**src/rtl/tksd_pkg.sv**
```systemverilog
package tksd_pkg;

   localparam logic [7:0] BYTE_ESC   = 8'h1B;
   localparam logic [7:0] BYTE_O     = 8'd79;
   localparam logic [7:0] BYTE_F     = 8'h46;
   localparam logic [7:0] BYTE_BR    = 8'd91;
   localparam logic [7:0] BYTE_TILDE = 8'd126;
   localparam logic [7:0] BYTE_CR    = 8'h0D;
   localparam logic [7:0] BYTE_LF    = 8'h0A;
   localparam logic [7:0] BYTE_DEL   = 8'h7F;
   localparam logic [7:0] BYTE_TAB   = 8'h09;
   localparam logic [7:0] BYTE_BS    = 8'h08;
   localparam logic [7:0] BYTE_ZERO  = 8'h30;

   typedef enum logic [2:0] {
      PH_IDLE    = 3'd0,
      PH_ESC     = 3'd1,
      PH_ESC_O   = 3'd2,
      PH_ESC_BR  = 3'd3,
      PH_ESC_NUM = 3'd4
   } phase_type;

   typedef enum logic [4:0] {
      K_PRINT  = 5'd0,
      K_ESC    = 5'd1,
      K_UNK    = 5'd2,
      K_END    = 5'd3,
      K_INS    = 5'd4,
      K_UP     = 5'd5,
      K_DOWN   = 5'd6,
      K_RIGHT  = 5'd7,
      K_LEFT   = 5'd8,
      K_HOME   = 5'd9,
      K_PGDN   = 5'd10,
      K_PGUP   = 5'd11,
      K_DEL    = 5'd12,
      K_ENTER  = 5'd13,
      K_TAB    = 5'd14,
      K_BKSP   = 5'd15,
      K_CTRL_Z = 5'd16,
      K_CTRL_A = 5'd17,
      K_CTRL_E = 5'd18,
      K_CTRL_C = 5'd19,
      K_CTRL_T = 5'd20,
      K_CTRL_U = 5'd21,
      K_CTRL_K = 5'd22,
      K_CTRL_L = 5'd23,
      K_CTRL_D = 5'd24
   } key_code_type;

   typedef struct packed {
      phase_type  phase;
      logic [2:0] held_digit;
      logic       drop_next_lf;
   } dec_state_type;

   localparam dec_state_type STATE_RESET = '{phase: PH_IDLE, held_digit: 3'd0,
                                             drop_next_lf: 1'b0};

   typedef struct packed {
      logic         emit;
      key_code_type key_code;
      logic [6:0]   char_value;
   } dec_result_type;

   typedef struct packed {
      logic       is_gap;
      logic [7:0] rx_byte;
   } req_item_type;

   function automatic key_code_type map_control(input logic [7:0] b);
      key_code_type k;
      case (b)
         BYTE_TAB: k = K_TAB;
         BYTE_DEL: k = K_DEL;
         BYTE_BS:  k = K_BKSP;
         8'd26:    k = K_CTRL_Z;
         8'd1:     k = K_CTRL_A;
         8'd5:     k = K_CTRL_E;
         8'd3:     k = K_CTRL_C;
         8'd20:    k = K_CTRL_T;
         8'd21:    k = K_CTRL_U;
         8'd11:    k = K_CTRL_K;
         8'd12:    k = K_CTRL_L;
         8'd4:     k = K_CTRL_D;
         default:  k = K_UNK;
      endcase
      return k;
   endfunction

   function automatic key_code_type map_bracket_letter(input logic [7:0] b);
      key_code_type k;
      case (b)
         8'h40:   k = K_INS;
         8'h41:   k = K_UP;
         8'h42:   k = K_DOWN;
         8'h43:   k = K_RIGHT;
         8'h44:   k = K_LEFT;
         8'h48:   k = K_HOME;
         8'h55:   k = K_PGDN;
         8'h56:   k = K_PGUP;
         default: k = K_UNK;
      endcase
      return k;
   endfunction

   function automatic key_code_type map_tilde_digit(input logic [2:0] d);
      key_code_type k;
      case (d)
         3'd1:    k = K_HOME;
         3'd2:    k = K_INS;
         3'd3:    k = K_DEL;
         3'd4:    k = K_END;
         3'd5:    k = K_PGUP;
         3'd6:    k = K_PGDN;
         default: k = K_UNK;
      endcase
      return k;
   endfunction

endpackage

```
**src/rtl/tksd_if.sv**
```systemverilog
interface tksd_req_if;
   logic       valid;
   logic       ready;
   logic       is_gap;
   logic [7:0] rx_byte;

   modport source (output valid, output is_gap, output rx_byte, input ready);
   modport sink (input valid, input is_gap, input rx_byte, output ready);
endinterface

interface tksd_rsp_if;
   logic       valid;
   logic       ready;
   logic [4:0] key_code;
   logic [6:0] char_value;

   modport source (output valid, output key_code, output char_value, input ready);
   modport sink (input valid, input key_code, input char_value, output ready);
endinterface

```
**src/rtl/terminal_key_sequence_decoder_unit.sv**
```systemverilog
// Terminal key decoder: takes one received byte or gap marker per transfer and
// gives at most one key code per item. An item is taken every cycle while the
// result side keeps up; the path runs through the input register, then the
// decode and parser state update into the result register. A stalled result
// holds the input register, and that in turn stalls the request side.
module terminal_key_sequence_decoder_unit (
   input logic       clock,
   input logic       reset,
   tksd_req_if.sink  req_ch,
   tksd_rsp_if.source rsp_ch
);
   import tksd_pkg::*;

   logic           in_valid_ff, in_valid_in;
   req_item_type   in_ff;
   dec_state_type  state_ff, state_in;
   logic           out_valid_ff, out_valid_in;
   dec_result_type out_ff;

   dec_state_type  dec_next;
   dec_result_type dec_result;
   logic           out_free;
   logic           consume;
   logic           req_take;
   logic           load_out;

   tksd_decode u_decode (
      .state      (state_ff),
      .item       (in_ff),
      .state_next (dec_next),
      .result     (dec_result)
   );

   assign out_free     = !out_valid_ff || rsp_ch.ready;
   assign consume      = in_valid_ff && out_free;
   assign req_ch.ready = !in_valid_ff || out_free;
   assign req_take     = req_ch.valid && req_ch.ready;
   assign load_out     = consume && dec_result.emit;

   assign in_valid_in  = req_take || (in_valid_ff && !consume);
   assign state_in     = consume ? dec_next : state_ff;
   assign out_valid_in = load_out || (out_valid_ff && !rsp_ch.ready);

   always_ff @(posedge clock) begin
      if (reset) begin
         in_valid_ff  <= 1'b0;
         state_ff     <= STATE_RESET;
         out_valid_ff <= 1'b0;
      end else begin
         in_valid_ff  <= in_valid_in;
         state_ff     <= state_in;
         out_valid_ff <= out_valid_in;
      end
      if (req_take) begin
         in_ff.is_gap  <= req_ch.is_gap;
         in_ff.rx_byte <= req_ch.rx_byte;
      end
      if (load_out) out_ff <= dec_result;
   end

   assign rsp_ch.valid      = out_valid_ff;
   assign rsp_ch.key_code   = out_ff.key_code;
   assign rsp_ch.char_value = out_ff.char_value;

`ifndef SYNTH
   a_char_only_printable: assert property (@(posedge clock) disable iff (reset)
      out_valid_ff && out_ff.key_code != K_PRINT |-> out_ff.char_value == 7'd0)
      else $error("character set on a non-printable key");

   a_lf_drop_from_cr: assert property (@(posedge clock) disable iff (reset)
      $rose(state_ff.drop_next_lf) |->
         $past(consume && !in_ff.is_gap && in_ff.rx_byte == BYTE_CR))
      else $error("lf drop armed without a cr");

   a_digit_range: assert property (@(posedge clock) disable iff (reset)
      state_ff.phase == PH_ESC_NUM |->
         state_ff.held_digit != 3'd0 && state_ff.held_digit != 3'd7)
      else $error("held digit out of range");

   a_result_from_item: assert property (@(posedge clock) disable iff (reset)
      $rose(out_valid_ff) |-> $past(consume))
      else $error("result appeared without a decoded item");

   a_state_only_on_consume: assert property (@(posedge clock) disable iff (reset)
      !consume |=> state_ff == $past(state_ff))
      else $error("parser state moved without an item");
`endif

endmodule

```
**src/rtl/tksd_decode.sv**
```systemverilog
module tksd_decode (
   input  tksd_pkg::dec_state_type  state,
   input  tksd_pkg::req_item_type   item,
   output tksd_pkg::dec_state_type  state_next,
   output tksd_pkg::dec_result_type result
);
   import tksd_pkg::*;

   logic [7:0] b;

   assign b = item.rx_byte;

   always_comb begin
      state_next = state;
      result     = '{emit: 1'b0, key_code: K_UNK, char_value: 7'd0};
      state_next.phase = PH_IDLE;
      case (state.phase)
         PH_ESC: begin
            if (item.is_gap) begin
               result.emit     = 1'b1;
               result.key_code = K_ESC;
            end else if (b == BYTE_O) begin
               state_next.phase = PH_ESC_O;
            end else if (b == BYTE_BR) begin
               state_next.phase = PH_ESC_BR;
            end else begin
               result.emit = 1'b1;
            end
         end
         PH_ESC_O: begin
            result.emit = 1'b1;
            if (!item.is_gap && b == BYTE_F) result.key_code = K_END;
         end
         PH_ESC_BR: begin
            if (item.is_gap) begin
               result.emit = 1'b1;
            end else if (b inside {[8'h40:8'h56]}) begin
               result.emit     = 1'b1;
               result.key_code = map_bracket_letter(b);
            end else if (b inside {[8'h31:8'h36]}) begin
               state_next.phase      = PH_ESC_NUM;
               state_next.held_digit = 3'(b - BYTE_ZERO);
            end else begin
               result.emit = 1'b1;
            end
         end
         PH_ESC_NUM: begin
            result.emit = 1'b1;
            if (!item.is_gap && b == BYTE_TILDE)
               result.key_code = map_tilde_digit(state.held_digit);
         end
         default: begin
            // idle, and unused phase codes behave the same
            if (!item.is_gap) begin
               state_next.drop_next_lf = 1'b0;
               if (state.drop_next_lf && b == BYTE_LF) begin
                  result.emit = 1'b0;
               end else if (b inside {[8'h20:8'h7E]}) begin
                  result.emit       = 1'b1;
                  result.key_code   = K_PRINT;
                  result.char_value = b[6:0];
               end else if (b == BYTE_ESC) begin
                  state_next.phase = PH_ESC;
               end else if (b == BYTE_CR) begin
                  state_next.drop_next_lf = 1'b1;
                  result.emit             = 1'b1;
                  result.key_code         = K_ENTER;
               end else if (b == BYTE_LF) begin
                  result.emit     = 1'b1;
                  result.key_code = K_ENTER;
               end else begin
                  result.emit     = 1'b1;
                  result.key_code = map_control(b);
               end
            end
         end
      endcase
   end

endmodule

```
**src/flat_wrapper.sv**
```systemverilog
// flat-port wrapper written by rule: the top's interface ports become plain ports
module terminal_key_sequence_decoder_unit_flat import tksd_pkg::*;
  (clock, reset, req_ch_valid, req_ch_is_gap, req_ch_rx_byte, req_ch_ready, rsp_ch_valid, rsp_ch_key_code, rsp_ch_char_value, rsp_ch_ready);
  tksd_req_if req_ch_i ();
  tksd_rsp_if rsp_ch_i ();
  input logic clock;
  input logic reset;
  input wire logic [$bits(req_ch_i.valid)-1:0] req_ch_valid;
  input wire logic [$bits(req_ch_i.is_gap)-1:0] req_ch_is_gap;
  input wire logic [$bits(req_ch_i.rx_byte)-1:0] req_ch_rx_byte;
  output wire logic [$bits(req_ch_i.ready)-1:0] req_ch_ready;
  output wire logic [$bits(rsp_ch_i.valid)-1:0] rsp_ch_valid;
  output wire logic [$bits(rsp_ch_i.key_code)-1:0] rsp_ch_key_code;
  output wire logic [$bits(rsp_ch_i.char_value)-1:0] rsp_ch_char_value;
  input wire logic [$bits(rsp_ch_i.ready)-1:0] rsp_ch_ready;
  assign req_ch_i.valid = req_ch_valid;
  assign req_ch_i.is_gap = req_ch_is_gap;
  assign req_ch_i.rx_byte = req_ch_rx_byte;
  assign req_ch_ready = req_ch_i.ready;
  assign rsp_ch_valid = rsp_ch_i.valid;
  assign rsp_ch_key_code = rsp_ch_i.key_code;
  assign rsp_ch_char_value = rsp_ch_i.char_value;
  assign rsp_ch_i.ready = rsp_ch_ready;
  terminal_key_sequence_decoder_unit u_core (.clock(clock), .reset(reset), .req_ch(req_ch_i), .rsp_ch(rsp_ch_i));
endmodule
```
**config.mk**
```make
export PLATFORM = sky130hd
export DESIGN_NAME = terminal_key_sequence_decoder_unit_flat
export DESIGN_NICKNAME = d
export VERILOG_FILES = /design/src/rtl/tksd_pkg.sv /design/src/rtl/tksd_if.sv /design/src/rtl/terminal_key_sequence_decoder_unit.sv /design/src/rtl/tksd_decode.sv /design/src/flat_wrapper.sv
export SDC_FILE = /design/constraint.sdc
export NUM_CORES = 1
export LEC_CHECK = 0
export BUFFER_PORTS_ARGS = -buffer_cell sky130_fd_sc_hd__buf_4
export CAP_MARGIN = 30
export CORE_ASPECT_RATIO = 1.75
export CORE_MARGIN = 2
export CORE_UTILIZATION = 52
export DETAILED_ROUTE_END_ITERATION = 6
export PLACE_DENSITY = 0.74
export REMOVE_ABC_BUFFERS = 1
export SYNTH_ARGS = -nofsm -noshare
export SYNTH_HDL_FRONTEND = slang
export SYNTH_SLANG_ARGS = --single-unit
export TNS_END_PERCENT = 30
```
**constraint.sdc**
```tcl
create_clock -name clock -period 3.2 [get_ports clock]
set_clock_uncertainty 0.2 [all_clocks]
set_input_delay 0.48 -clock clock [delete_from_list [all_inputs] [get_ports clock]]
set_output_delay 0.48 -clock clock [all_outputs]
set_load 0.05 [all_outputs]
```
==> results of run 1 <==
[synth_stat cells (2+ instances only)]
| master | number | area (um^2) |
|---|---|---|
| sky130_fd_sc_hd__xnor2_1 | 4 | 35.0 |
| sky130_fd_sc_hd__a31oi_1 | 2 | 12.5 |
| sky130_fd_sc_hd__nand3b_1 | 5 | 37.5 |
| sky130_fd_sc_hd__nand2b_1 | 7 | 43.8 |
| sky130_fd_sc_hd__inv_1 | 2 | 7.51 |
| sky130_fd_sc_hd__or4_4 | 2 | 22.5 |
| sky130_fd_sc_hd__nor2b_1 | 2 | 12.5 |
| sky130_fd_sc_hd__dfxtp_1 | 9 | 180 |
| sky130_fd_sc_hd__nor3_1 | 6 | 30.0 |
| sky130_fd_sc_hd__or3_1 | 4 | 25.0 |
| sky130_fd_sc_hd__o21bai_1 | 2 | 15.0 |
| sky130_fd_sc_hd__mux2i_1 | 5 | 50.1 |
| sky130_fd_sc_hd__nand3_1 | 4 | 20.0 |
| sky130_fd_sc_hd__a21oi_1 | 13 | 65.1 |
| sky130_fd_sc_hd__edfxtp_1 | 21 | 631 |
| sky130_fd_sc_hd__nor4_1 | 5 | 31.3 |
| sky130_fd_sc_hd__nand4b_1 | 2 | 17.5 |
| sky130_fd_sc_hd__or3b_2 | 2 | 17.5 |
| sky130_fd_sc_hd__and2_1 | 9 | 56.3 |
| sky130_fd_sc_hd__nor4b_1 | 4 | 35.0 |
| sky130_fd_sc_hd__a211o_1 | 2 | 17.5 |
| sky130_fd_sc_hd__o311ai_0 | 3 | 26.3 |
| sky130_fd_sc_hd__or3_2 | 2 | 15.0 |
| sky130_fd_sc_hd__nand2_1 | 14 | 52.6 |
| sky130_fd_sc_hd__o32a_1 | 2 | 20.0 |
| sky130_fd_sc_hd__buf_6 | 2 | 22.5 |
| sky130_fd_sc_hd__a2bb2oi_1 | 2 | 17.5 |
| sky130_fd_sc_hd__clkbuf_1 | 13 | 48.8 |
| sky130_fd_sc_hd__nor2_1 | 17 | 63.8 |
| sky130_fd_sc_hd__nor3b_1 | 2 | 15.0 |
| sky130_fd_sc_hd__o21ai_0 | 6 | 30.0 |
| sky130_fd_sc_hd__o221ai_1 | 2 | 17.5 |
| sky130_fd_sc_hd__or2_2 | 2 | 12.5 |
| sky130_fd_sc_hd__buf_1 | 2 | 7.51 |
[cells by family after synthesis]
group / synth area share
AOI/OAI and AO/OA: 0.167
muxes: 0.0325
buffers and inverters: 0.0485
xor gates and xnor gates: 0.0232
DFF: 0.430
and+or+nand+nor: 0.298
[per-stage QoR]
step	worst slack [ns]	util	instance area (um^2)	std cells	hold WS, ns
finish	0.514	0.616	2190	270	0.172
global route	0.413	0.616	2190	270	0.162
CTS	0.605	0.616	2190	270	0.168
detailed placement	0.634	0.592	2110	262	0.270
global placement	0.714	0.592	2110	262	0.261
floorplan	0.773	-	1800	183	0.239
[registers in the layout, summed over array words and instances, names as in the netlist]
name,flops
u_core.in_ff,9
u_core.in_valid_ff,1
u_core.rsp_ch.char_value,7
u_core.rsp_ch.key_code,5
u_core.rsp_ch.valid,1
u_core.state_ff,7
[power breakdown]
group | internal (mW) | leakage, nW | switching (mW)
Sequential | 0.427 | 0.286 | 0.0146
Combinational | 0.0484 | 0.463 | 0.0664
Clock | 0.148 | 0.0416 | 0.138
[area by class of cell]
type	instances	area, um^2
well taps	46	57.6
fillers	335	1370
flip-flops and latches	30	811
repair buffers	33	248
inverters	2	7.51
multi-input cells	151	982
clock inverters	3	16.3
clock buffers	5	68.8
[layer usage]
metal,GRT usage,up-vias
li1,-,800
met1,0.242,758
met2,0.430,79
met3,0.0394,19
met4,0.121,0
met5,0,-
[worst paths after layout]
kind                      start                   endpoint  depth (start not counted)
max             u_core.in_ff[5]  u_core.rsp_ch.key_code[2]                          4
min           req_ch_rx_byte[6]            u_core.in_ff[6]                          1
max reg2reg     u_core.in_ff[5]  u_core.rsp_ch.key_code[2]                          4
min reg2reg  u_core.state_ff[0]         u_core.state_ff[0]                          2
==> impl_metrics.prom, run 1 <==
# TYPE chip_impl_metric gauge
chip_impl_metric{name="yosysWarningCount",unit=""} 0
chip_impl_metric{name="slew_headroom",unit=""} 0.351
chip_impl_metric{name="start_util",unit=""} 0.530
chip_impl_info{name="synthFlopType",value="sky130_fd_sc_hd__edfxtp_1"} 1
chip_impl_metric{name="antenna_cells",unit=""} 0
chip_impl_info{name="crit_family",value="simple AND/OR/NAND/NOR gates"} 1
chip_impl_metric{name="reg2reg_slack",unit="ns"} 0.51
chip_impl_info{name="most-common-layout-cells",value="sky130_fd_sc_hd__buf_4 (33), sky130_fd_sc_hd__edfxtp_1 (21), sky130_fd_sc_hd__nor2_1 (17)"} 1
chip_impl_metric{name="grt_pass1_wl",unit="um"} 7390
chip_impl_metric{name="met1_length",unit="um"} 1580
chip_impl_metric{name="remaining_drc_errors",unit=""} 0
chip_impl_metric{name="cts_buffers",unit=""} 5
chip_impl_metric{name="design_power_total",unit="mW"} 0.843
chip_impl_metric{name="synth-async-reset-ratio",unit=""} 0
chip_impl_info{name="ctsRootBufferMaster",value="sky130_fd_sc_hd__clkbuf_8"} 1
chip_impl_metric{name="grt_overflow",unit=""} 0
chip_impl_metric{name="tns",unit="ns"} 0
chip_impl_metric{name="post_drt_wl_per_cell",unit="um"} 16.5
chip_impl_info{name="startpoint_type_of_the_worst_setup_path",value="flip-flop"} 1
chip_impl_metric{name="netlist_instances",unit=""} 201
chip_impl_metric{name="synthDistinctLibCells",unit=""} 54
chip_impl_metric{name="gr-usage-all-layers",unit=""} 0.233
chip_impl_info{name="category_of_the_worst_setup_path_capture_point",value="flip-flop"} 1
chip_impl_metric{name="cts_num_sinks",unit=""} 30
chip_impl_metric{name="static-leakage-power",unit="nW"} 0.791
chip_impl_metric{name="worstSkewPairLatency",unit="ns"} 0.28
chip_impl_metric{name="cts.htree.levels",unit=""} 2
chip_impl_metric{name="vertical_extent_of_the_die",unit="um"} 83.6
chip_impl_metric{name="grt_pass1_vias",unit=""} 1594
chip_impl_metric{name="violation_count_after_the_first_detailed_route_iteration",unit=""} 68
chip_impl_metric{name="vias",unit=""} 1656
chip_impl_metric{name="critical_path_arrival",unit="ns"} 2.44
chip_impl_metric{name="seq_area_frac_synth",unit=""} 0.430
chip_impl_metric{name="core_area",unit="um^2"} 3560
chip_impl_metric{name="number_of_cells_upsized_or_downsized_after_cts",unit=""} 0
chip_impl_metric{name="power_density",unit="nW/um^2"} 385
chip_impl_metric{name="final_layout_size_suffix_gt1_frac",unit=""} 0.237
chip_impl_metric{name="placer_s_final_routability_congestion_estimate",unit=""} 0.913
chip_impl_metric{name="detail_route.wirelength",unit="um"} 4460
chip_impl_metric{name="timing_worst_slew_pin_value",unit="ns"} 0.970
chip_impl_metric{name="clock.fmax",unit="MHz"} 372
chip_impl_metric{name="via_per_inst",unit=""} 6.13
chip_impl_info{name="setup.worst_path.class",value="flip-flop to flip-flop"} 1
chip_impl_metric{name="rows",unit=""} 29
chip_impl_metric{name="avgSynthCellArea",unit="um^2"} 9.37
chip_impl_metric{name="wl_met3",unit="um"} 245
chip_impl_metric{name="ant_nets",unit=""} 0
chip_impl_metric{name="cts.reportedPaths.clkPinSlew",unit="ns"} 0.06
chip_impl_metric{name="antenna_found_initial",unit=""} 0
chip_impl_metric{name="design.die.area",unit="um^2"} 4140
chip_impl_metric{name="ir_worst_vdd",unit="uV"} 361
chip_impl_metric{name="count_of_input_and_output_buffers",unit=""} 26
chip_impl_metric{name="slowest_delay",unit="ns"} 0.51
chip_impl_metric{name="die_width",unit="um"} 49.5
chip_impl_metric{name="design.portCount",unit=""} 27
chip_impl_metric{name="critical_path_peak_fanout",unit=""} 12
chip_impl_metric{name="synthesis_to_layout_area_growth",unit="%"} 16.3
chip_impl_metric{name="setup_viol",unit=""} 0
chip_impl_metric{name="ys_ff_latch",unit=""} 30
chip_impl_metric{name="firstDrtPassIters",unit=""} 4
chip_impl_info{name="rsz_0062_raised_after_global_routing",value="false"} 1
chip_impl_metric{name="syn_area",unit="um^2"} 1880
chip_impl_metric{name="cts-root-to-sink-buffers",unit=""} 2
chip_impl_info{name="status",value="completed"} 1
chip_impl_metric{name="grt_start_max_net_pins",unit=""} 22
chip_impl_metric{name="timing_hold_violations_final",unit=""} 0
chip_impl_metric{name="number_of_enable_type_register_cells_in_the_synthesized_netlist",unit=""} 21
chip_impl_info{name="highest_signal_layer_in_the_routed_design",value="met4"} 1
chip_impl_metric{name="post-route-period-util",unit=""} 0.839
chip_impl_metric{name="finish.net_count",unit=""} 236
chip_impl_metric{name="holdBufCountCts",unit=""} 0
chip_impl_info{name="timing.critical_path.cells",value="or2b_1, or4_4, o311ai_0, nor2_1"} 1
chip_impl_info{name="critical-path-slowest-cell",value="sky130_fd_sc_hd__o311ai_0"} 1
chip_impl_info{name="cts_tree",value="done"} 1
chip_impl_metric{name="timing.final.max_slew_violations",unit=""} 0
chip_impl_metric{name="drv.max_cap_violation_count",unit=""} 0
chip_impl_metric{name="timing.final.crit_period",unit="ns"} 2.69
chip_impl_metric{name="worst-path-buf-inv",unit=""} 0
chip_impl_info{name="worstHoldPathType",value="input port to flip-flop"} 1
chip_impl_metric{name="cts_setup_buffers",unit=""} 0
chip_impl_metric{name="hpwlAfterDp",unit="um"} 3380
chip_impl_info{name="layout_commonest_cell",value="sky130_fd_sc_hd__buf_4"} 1
chip_impl_metric{name="routed-wl-met2",unit="um"} 2470
chip_impl_metric{name="cp_data_required_time",unit="ns"} 2.95
(Power assumes the default switching activity.)
==> run 2, diff against run 1 <==
==> constraint.sdc (replaced) <==
create_clock -name clock -period 2.64 [get_ports clock]
set_clock_uncertainty 0.2 [all_clocks]
set_input_delay 0.396 -clock clock [delete_from_list [all_inputs] [get_ports clock]]
set_output_delay 0.396 -clock clock [all_outputs]
set_load 0.05 [all_outputs]
==> run 2 against run 1 <==
  * Sequential cell count is the same
  * Count of clock-buffer cells in the layout is the same
  * Non-clock buffer count grew 11
  * Wire length grew 8.3%
  * Power grew 23%
  * Setup slack lost 0.46 ns
  * Sequential share of layout area shrank 1.4 points
  * Largest cell class unchanged
  * Clock power grew 22%
  * Design area grew 3.9%
  * Sequential power grew 20%
  * First-iteration DRC count grew 43%
  * Critical path depth shrank 1
==> impl_metrics.prom, run 2 (synthesis results as in run 1) <==
# TYPE chip_impl_metric gauge
chip_impl_metric{name="worst_hold_path.num_cells",unit=""} 1
chip_impl_metric{name="slowest_delay",unit="ns"} 0.64
chip_impl_metric{name="grt_overflow",unit=""} 0
chip_impl_metric{name="cts_setup_buffers",unit=""} 0
chip_impl_metric{name="finish.net_count",unit=""} 247
chip_impl_metric{name="final_layout_size_suffix_gt1_frac",unit=""} 0.277
chip_impl_metric{name="die_width",unit="um"} 49.5
chip_impl_metric{name="via_per_inst",unit=""} 6.19
chip_impl_metric{name="antenna_cells",unit=""} 0
chip_impl_metric{name="placer_s_final_routability_congestion_estimate",unit=""} 1.04
chip_impl_metric{name="cts_buffers",unit=""} 5
chip_impl_metric{name="timing.final.crit_period",unit="ns"} 2.58
chip_impl_metric{name="largest_register_ff_count",unit=""} 9
chip_impl_metric{name="violation_count_after_the_first_detailed_route_iteration",unit=""} 97
chip_impl_metric{name="vias",unit=""} 1739
chip_impl_metric{name="count_of_input_and_output_buffers",unit=""} 26
chip_impl_metric{name="power_density",unit="nW/um^2"} 456
chip_impl_info{name="setup.worst_path.class",value="flip-flop to flip-flop"} 1
chip_impl_metric{name="grt_pass1_vias",unit=""} 1712
chip_impl_info{name="crit_family",value="simple AND/OR/NAND/NOR gates"} 1
chip_impl_metric{name="cts-root-to-sink-buffers",unit=""} 2
chip_impl_info{name="ctsRootBufferMaster",value="sky130_fd_sc_hd__clkbuf_8"} 1
chip_impl_metric{name="design.portCount",unit=""} 27
chip_impl_metric{name="cp_data_required_time",unit="ns"} 2.41
chip_impl_metric{name="antenna_found_initial",unit=""} 0
chip_impl_metric{name="critical_path_arrival",unit="ns"} 2.35
chip_impl_metric{name="final.hold.worst_slack",unit="ns"} 0.0878
chip_impl_info{name="startpoint_type_of_the_worst_setup_path",value="flip-flop"} 1
chip_impl_metric{name="static-leakage-power",unit="nW"} 0.844
chip_impl_metric{name="firstDrtPassIters",unit=""} 4
chip_impl_info{name="status",value="completed"} 1
chip_impl_metric{name="holdBufCountCts",unit=""} 0
chip_impl_metric{name="post-route-period-util",unit=""} 0.979
chip_impl_info{name="timing.critical_path.cells",value="or4_4, o311ai_0, nor2_2"} 1
chip_impl_info{name="top_register",value="u_core.in_ff"} 1
chip_impl_metric{name="core_area",unit="um^2"} 3560
chip_impl_metric{name="post_drt_wl_per_cell",unit="um"} 17.2
chip_impl_metric{name="remaining_drc_errors",unit=""} 0
chip_impl_metric{name="placed_cells_incl_taps",unit=""} 273
chip_impl_metric{name="cts.reportedPaths.clkPinSlew",unit="ns"} 0.07
chip_impl_metric{name="clock.fmax",unit="MHz"} 387
chip_impl_metric{name="depth_of_the_critical_timing_path_with_buffers_and_inverters_included",unit=""} 3
chip_impl_metric{name="grt_pass1_wl",unit="um"} 7930
chip_impl_metric{name="grt_start_max_net_pins",unit=""} 20
chip_impl_metric{name="setup_viol",unit=""} 0
chip_impl_info{name="category_of_the_worst_setup_path_capture_point",value="flip-flop"} 1
chip_impl_metric{name="reg2regPathDepth",unit=""} 3
chip_impl_metric{name="critical_path_peak_fanout",unit=""} 12
chip_impl_info{name="cts_tree",value="done"} 1
chip_impl_info{name="most-common-layout-cells",value="sky130_fd_sc_hd__buf_4 (44), sky130_fd_sc_hd__edfxtp_1 (21), sky130_fd_sc_hd__nor2_1 (16)"} 1
chip_impl_metric{name="design.die.area",unit="um^2"} 4140
chip_impl_metric{name="layout.core_utilization",unit=""} 0.640
chip_impl_metric{name="drv.max_cap_violation_count",unit=""} 0
chip_impl_metric{name="timing.final.max_slew_violations",unit=""} 0
chip_impl_metric{name="gr-usage-all-layers",unit=""} 0.254
chip_impl_metric{name="slew_headroom",unit=""} 0.542
chip_impl_metric{name="ir_worst_vdd",unit="uV"} 408
chip_impl_metric{name="detail_route.wirelength",unit="um"} 4830
chip_impl_metric{name="ant_nets",unit=""} 0
chip_impl_metric{name="timing_hold_violations_final",unit=""} 0
chip_impl_metric{name="rows",unit=""} 29
chip_impl_metric{name="hpwlAfterDp",unit="um"} 3660
chip_impl_metric{name="start_util",unit=""} 0.530
chip_impl_info{name="worstHoldPathType",value="input port to flip-flop"} 1
chip_impl_metric{name="filler_cell_count",unit=""} 342
chip_impl_metric{name="cts_num_sinks",unit=""} 30
chip_impl_metric{name="vertical_extent_of_the_die",unit="um"} 83.6
chip_impl_metric{name="design_power_total",unit="mW"} 1.04
chip_impl_info{name="critical-path-slowest-cell",value="sky130_fd_sc_hd__o311ai_0"} 1
chip_impl_metric{name="worst-path-buf-inv",unit=""} 0
chip_impl_metric{name="synthesis_to_layout_area_growth",unit="%"} 20.8
chip_impl_metric{name="cts.htree.levels",unit=""} 2
chip_impl_metric{name="worstSkewPairLatency",unit="ns"} 0.28
chip_impl_metric{name="final-instance-count-excl-fill",unit=""} 281
chip_impl_metric{name="timing_worst_slew_pin_value",unit="ns"} 0.678
chip_impl_metric{name="tns",unit="ns"} 0
chip_impl_info{name="layout_commonest_cell",value="sky130_fd_sc_hd__buf_4"} 1
run 2: cell count changes in the layout (fill, tap and decap cells not counted), sizes merged:
cell  delta
buf     +11
run 2: final timing paths:
| path | from | end | slack [ns] |
|---|---|---|---|
| max | u_core.in_ff[7] | u_core.rsp_ch.key_code[2] | 0.06 |
| min | req_ch_rx_byte[7] | u_core.in_ff[7] | 0.09 |
| max reg2reg | u_core.in_ff[7] | u_core.rsp_ch.key_code[2] | 0.06 |
| min reg2reg | u_core.state_ff[0] | u_core.state_ff[0] | 0.28 |
run 2: power breakdown:
part	leakage (nW)	internal [mW]	switching [mW]
registers	0.286	0.517	0.0136
logic	0.516	0.0687	0.0886
clock network	0.0416	0.180	0.169
run 2: what timing repair did:
| action | 4_1_cts | 5_1_grt |
|---|---|---|
| endpoints found under the hold margin | 0 | 0 |
| resized for setup | 0 | 1 |
| endpoints found under the setup margin | 0 | 12 |
run 2: stage by stage:
step	worst slack (ns)	cell area [um^2]
after floorplan	0.213	1800
after global placement	0.247	2190
after detailed placement	0.125	2190
after CTS	0.107	2270
after global routing	-0.00467	2280
final	0.0560	2280
run 2: worst register-to-register path, stage by stage (launching register included):
cell and delay, ns:
sky130_fd_sc_hd__edfxtp_1 0.53, sky130_fd_sc_hd__or4_4 0.62, sky130_fd_sc_hd__o311ai_0 0.64, sky130_fd_sc_hd__nor2_2 0.28
run 2: cell type report:
class                      instances  area [um^2]  area share
clock buffer                       5         68.8      0.0302
sequential                        30          811       0.356
tap                               46         57.6      0.0253
multi-input combinational        151          985       0.433
timing repair buffer              44          330       0.145
inverter                           2         7.51     0.00330
clock inverter                     3         16.3     0.00715
run 2: layer usage:
metal / share of wire / global-route usage
met5: 0 / 0
met4: 0.063 / 0.169
met3: 0.044 / 0.0484
met2: 0.54 / 0.456
met1: 0.35 / 0.256
